$ cat config.mk
export PLATFORM = sky130hd
export DESIGN_NAME = rfw_ramp
export DESIGN_NICKNAME = d
export VERILOG_FILES = /design/src/rtl/rfw_pkg.sv /design/src/rtl/rfw_ramp.sv
export SDC_FILE = /design/constraint.sdc
export NUM_CORES = 2
export LEC_CHECK = 0
export BUFFER_PORTS_ARGS = -buffer_cell sky130_fd_sc_hd__buf_2
export CAP_MARGIN = 20
export CELL_PAD_IN_SITES_DETAIL_PLACEMENT = 0
export CELL_PAD_IN_SITES_GLOBAL_PLACEMENT = 2
export CORE_MARGIN = 1
export CORE_UTILIZATION = 39
export CTS_BUF_LIST = sky130_fd_sc_hd__clkbuf_2
export CTS_CLUSTER_DIAMETER = 200
export DETAILED_ROUTE_END_ITERATION = 10
export GPL_ROUTABILITY_DRIVEN = 0
export MAX_ROUTING_LAYER = met4
export PLACE_DENSITY_LB_ADDON = 0.1
export SYNTH_ARGS = -nofsm -noshare
export SYNTH_HDL_FRONTEND = slang
export SYNTH_SLANG_ARGS = --single-unit
$ cat constraint.sdc
create_clock -name clk -period 7.9 [get_ports clk]
set_input_delay 1.185 -clock clk [delete_from_list [all_inputs] [get_ports clk]]
set_output_delay 1.185 -clock clk [all_outputs]
set_load 0.02 [all_outputs]
$ cat src/rtl/rfw_pkg.sv
// Package for the reflection fade weight unit: widths, fixed-point constants,
// register indexes and the ramp classification type. No dependencies.
package rfw_pkg;

	// Widest ramp operand (the Q16.16 depth) and the Q1.16 result width.
	localparam int RAMP_W    = 32;
	localparam int FRAC_W    = 16;
	localparam int Q_W       = FRAC_W + 1;
	localparam int EDGE_W    = Q_W + 1;
	localparam int DIV_STEPS = FRAC_W;
	// Input capture, ramp classification, divider steps and three weight stages.
	localparam int PIPE_DEPTH = DIV_STEPS + 5;

	localparam logic [Q_W-1:0] ONE_Q16 = Q_W'(1) << FRAC_W;

	localparam int CFG_IDX_W  = 3;
	localparam int CFG_DATA_W = 32;

	typedef enum logic [CFG_IDX_W-1:0] {
		CFG_EDGE_ON    = 3'd0,
		CFG_EDGE_START = 3'd1,
		CFG_EDGE_END   = 3'd2,
		CFG_DIST_ON    = 3'd3,
		CFG_DIST_START = 3'd4,
		CFG_DIST_END   = 3'd5,
		CFG_ROUGH_THR  = 3'd6
	} cfg_idx_t;

	// Outcome of the span checks ahead of the divider.
	typedef enum logic [1:0] {
		RAMP_ONE,
		RAMP_ZERO,
		RAMP_DIV
	} ramp_mode_t;

endpackage

$ cat src/rtl/rfw_ramp.sv
// One clamped linear ramp factor, 1 - min((v - s) / (e - s), 1), in Q1.16.
// A restoring divider yields one quotient bit per stage. Depends on rfw_pkg.
module rfw_ramp import rfw_pkg::*; (
	input  logic              clk,
	input  logic              en,
	input  logic [RAMP_W-1:0] v,
	input  logic [RAMP_W-1:0] s,
	input  logic [RAMP_W-1:0] e,
	output logic [Q_W-1:0]    factor
);

	logic [RAMP_W-1:0] num_c;
	logic [RAMP_W-1:0] den_c;

	ramp_mode_t           mode_s [0:DIV_STEPS];
	logic [RAMP_W-1:0]    rem_s  [0:DIV_STEPS];
	logic [RAMP_W-1:0]    den_s  [0:DIV_STEPS];
	logic [DIV_STEPS-1:0] quo_s  [0:DIV_STEPS];

	assign num_c = v - s;
	assign den_c = e - s;

	// When the offset reaches the span the ramp is clamped, so the divider only
	// ever sees a remainder below the divisor and the quotient fits 16 bits.
	always_ff @(posedge clk) begin
		if (en) begin
			priority if (v <= s) begin
				mode_s[0] <= RAMP_ONE;
			end else if ((e <= s) || (num_c >= den_c)) begin
				mode_s[0] <= RAMP_ZERO;
			end else begin
				mode_s[0] <= RAMP_DIV;
			end
			rem_s[0] <= num_c;
			den_s[0] <= den_c;
			quo_s[0] <= '0;
		end
	end

	for (genvar k = 0; k < DIV_STEPS; k++) begin : g_step
		logic [RAMP_W+1:0] trial;

		assign trial = {1'b0, rem_s[k], 1'b0} - {2'b00, den_s[k]};

		always_ff @(posedge clk) begin
			if (en) begin
				mode_s[k+1] <= mode_s[k];
				den_s[k+1]  <= den_s[k];
				if (!trial[RAMP_W+1]) begin
					rem_s[k+1] <= trial[RAMP_W-1:0];
					quo_s[k+1] <= {quo_s[k][DIV_STEPS-2:0], 1'b1};
				end else begin
					rem_s[k+1] <= {rem_s[k][RAMP_W-2:0], 1'b0};
					quo_s[k+1] <= {quo_s[k][DIV_STEPS-2:0], 1'b0};
				end
			end
		end
	end

	always_comb begin
		unique case (mode_s[DIV_STEPS])
			RAMP_ONE:  factor = ONE_Q16;
			RAMP_ZERO: factor = '0;
			RAMP_DIV:  factor = ONE_Q16 - {1'b0, quo_s[DIV_STEPS]};
			default:   factor = '0;
		endcase
	end

endmodule

==> metrics.yaml <==
critical_path:
  reg2reg_from: "den_s[0][449]"
  r2r-end: "rem_s[15][24]"
  cp_data_arrival_time_ns: 7.45
  rrSetupSlack_ns: 2.88
  path_max_fanout: 4
  critPathKind: "in2reg"
  start_kind: "input pin"
  reg2regPathDepth: 13
  cp-end-kind: "register"
  required_ns: 9.32
routing:
  vias: 49900
  detail_route.wirelength_microns: 155000
  post_drt_via_cell_ratio: 5.10
  drc_errors: 0
  wire_per_inst_microns: 15.9
  final_antenna_net_count: 0
  drtPass1Iterations: 5
  drt-initial-drc-count: 2076
power:
  switchingPower_w: 0.0113
  p_leak_nw: 33.2
  ir_drop_mv: 0.164
  switching_share_pct: 39.9
  power.share.clock_pct: 14.8
  comb_power_share_pct: 48.9
  power_frac_seq_pct: 36.3
  intPower_w: 0.0171
  powerDensity_nw_per_um2: 361
cts:
  clock_latency_ns: 1.80
  clock_path_buffers: 4
  post_cts_buffers: 0
  clock-root-buffer: "clkbuf_2"
  cts_resized: 0
  numClockSinks: 1194
  cts_buffers: 345
  clk_pin_slew_ns: 0.09
  cts_htree_levels: 5
  cts_tree: "built"
synthesis:
  async_flop_share_pct: 0
  ys_warn_count: 0
  syn-instance-count: 6671
  synthFlopType: "edfxtp_1"
  syn_area_sq_um: 70900
  ys_types: 87
  yosysTopAreaCellShare_pct: 50.5
  synth_edf_count: 1193
  avgSynthCellArea_sq_um: 10.6
  synthTopCellsByArea: "edfxtp_1, ha_1, a21oi_1, inv_1, xnor2_1"
  synth_commonest_cells: "edfxtp_1, inv_1, a21oi_1, ha_1, nand2_1"
  synth_top_area_cell: "edfxtp_1"
  synth-seq-cells: 1194
  synth_most_common_cell: "edfxtp_1"
  synth_fp_nets: 7378
  ys_seq_area_share_pct: 50.6
sta:
  whs_ns: 0.296
  fmax_ghz: 0.166
  fin_setup_tns_ns: 0
  slew_violations: 0
  setup_viol_count_final: 0
  rsz0062_at_grt: "false"
  fin_skew_ns: 0.176
  relSlewSlack_pct: 18.6
  min_period_over_period_pct: 76.3
  worstMarginPinSlew_ns: 1.21
  hold_viol: 0
  fin_crit_ns: 6.03
global_routing:
  grt_pass1_vias: 52800
  grt_max_degree: 190
  grt_pass1_wl_microns: 253000
  grt_util_all_layers_pct: 17.4
  gr-total-overflow: 0
  antenna_found_initial: 1
cells_and_area:
  final_area_sq_um: 78700
  nets: 7880
  area_growth_pct: 11.1
  drive_gt1_share_pct: 9.77
floorplanning:
  floorplan.rows: 156
  coreArea_sq_um: 181000
  die_w_microns: 428
  start_util_pct: 39.3
  die-area_sq_um: 183000
  ios: 115
  die_y_microns: 428
worst_hold_path:
  hold_start: "mode_s[0][18]"
  hold_class: "reg2reg"
  hold_path_end: "mode_s[0][20]"
  min_path_cells: 0
place:
  placed_area_sq_um: 74200
  place_hpwl_microns: 116000
  io_buffers: 114
job:
  drv_cap: 0
status:
  outcome: "finished clean"
## worst max-delay path by stage
stage                      start           end  slack (ns)
finish                      e[3]  mode_s[0][1]        1.87
floorplan                   e[0]  mode_s[0][1]        2.28
detailed placement          e[0]  mode_s[0][1]        0.80
global route        quo_s[16][3]    factor[16]        1.57
CTS                 quo_s[16][3]    factor[16]        1.68
global placement            e[0]  mode_s[0][1]        0.67
## placed cells by master (no fill, tap or decap), drive strengths merged, types with 28 or more instances in the layout
master | Yosys | layout
edfxtp | 1193 | 1193
inv | 706 | 711
a21oi | 615 | 615
ha | 592 | 592
nand2 | 495 | 495
clkbuf | 141 | 488
o21ai | 454 | 454
nor2 | 451 | 451
xnor2 | 261 | 261
a21o | 261 | 261
xor2 | 197 | 197
dlygate4sd3 | 0 | 177
buf | 36 | 154
nand2b | 105 | 105
nand3 | 96 | 96
nor2b | 83 | 83
clkinv | 1 | 81
mux2 | 80 | 80
nor3 | 79 | 79
o21a | 68 | 68
o21bai | 67 | 67
nand4 | 66 | 66
a211oi | 57 | 57
and2 | 56 | 56
o31ai | 51 | 51
a31oi | 50 | 50
and3 | 41 | 41
o211ai | 28 | 28
## state kept, by name, indices dropped and copies added, names as in the netlist
register	flops
rem_s	512
den_s	512
mode_s	34
quo_s	136
## critical path, cell delays in order
cell and delay [ns]:
dlygate4sd3_1 0.53, buf_2 0.12, ha_1 0.31, dlygate4sd3_1 0.61, a21oi_1 0.21, o21bai_1 0.13
a2111oi_0 0.77, o31ai_1 0.30, a211o_1 0.42, nor3b_1 0.21, nor3b_1 0.53, o21ai_1 0.17
xnor2_1 0.17, ha_1 0.28, nand4_1 0.14, nor2_1 0.20, nand3_1 0.15, nor3_1 0.28
nand2_1 0.14, o2111ai_1 0.20, a31oi_1 0.07, o221ai_1 0.11, a21oi_1 0.08, nand2_1 0.08
nor2_1 0.05
## routing by layer
| metal | track usage (%) | vias up | share of wire (%) | wire, microns |
|---|---|---|---|---|
| met5 | - | - | 0 | 0 |
| met4 | 10.0 | 0 | 5.3 | 8230 |
| met3 | 3.23 | 506 | 3.4 | 5300 |
| met2 | 33.9 | 863 | 55 | 85900 |
| met1 | 15.4 | 23100 | 36 | 56000 |
| li1 | - | 25400 | - | - |
## power by group through the flow
stage / logic (W) / registers [W] / clock network [W]
final: 0.0139 / 0.0103 / 0.00421
after global routing: 0.0156 / 0.0105 / 0.00482
after CTS: 0.0140 / 0.0103 / 0.00451
after detailed placement: 0.0138 / 0.0105 / 0
after global placement: 0.0137 / 0.0105 / 0
after floorplan: 0.0107 / 0.0101 / 0
## cell families after synthesis
family / share of synthesized area (%)
compound gates: 16.3
simple gates: 10.4
flops: 50.6
buf+inv: 4.73
fa+ha+maj: 10.9
xor+xnor: 5.66
mux: 1.37
## per-stage QoR
| stage | utilization (%) | setup WS [ns] | total power [W] | instances |
|---|---|---|---|---|
| after floorplan | - | 2.28 | 0.0209 | 6671 |
| after global placement | 41.1 | 0.674 | 0.0242 | 9018 |
| after detailed placement | 41.1 | 0.796 | 0.0242 | 9018 |
| after CTS | 43.6 | 1.68 | 0.0288 | 9768 |
| after global routing | 43.6 | 1.57 | 0.0310 | 9770 |
| final | 43.6 | 1.87 | 0.0284 | 9770 |
## area by class of cell
| class | instances | area (sq um) |
|---|---|---|
| timing repair buffer | 332 | 2730 |
| fill | 17500 | 102000 |
| antenna | 1 | 2.50 |
| tap | 2370 | 2970 |
| clock buffer | 487 | 2440 |
| multi-input combinational | 4593 | 31700 |
| inverter | 707 | 2650 |
| clock inverter | 86 | 340 |
| sequential | 1194 | 35800 |
## what timing repair did
action,in CTS,in global routing
hold buffers,177,0
endpoints found under the setup margin,0,0
hold endpoints to repair,159,0
Power figures use the tool's default switching activity.
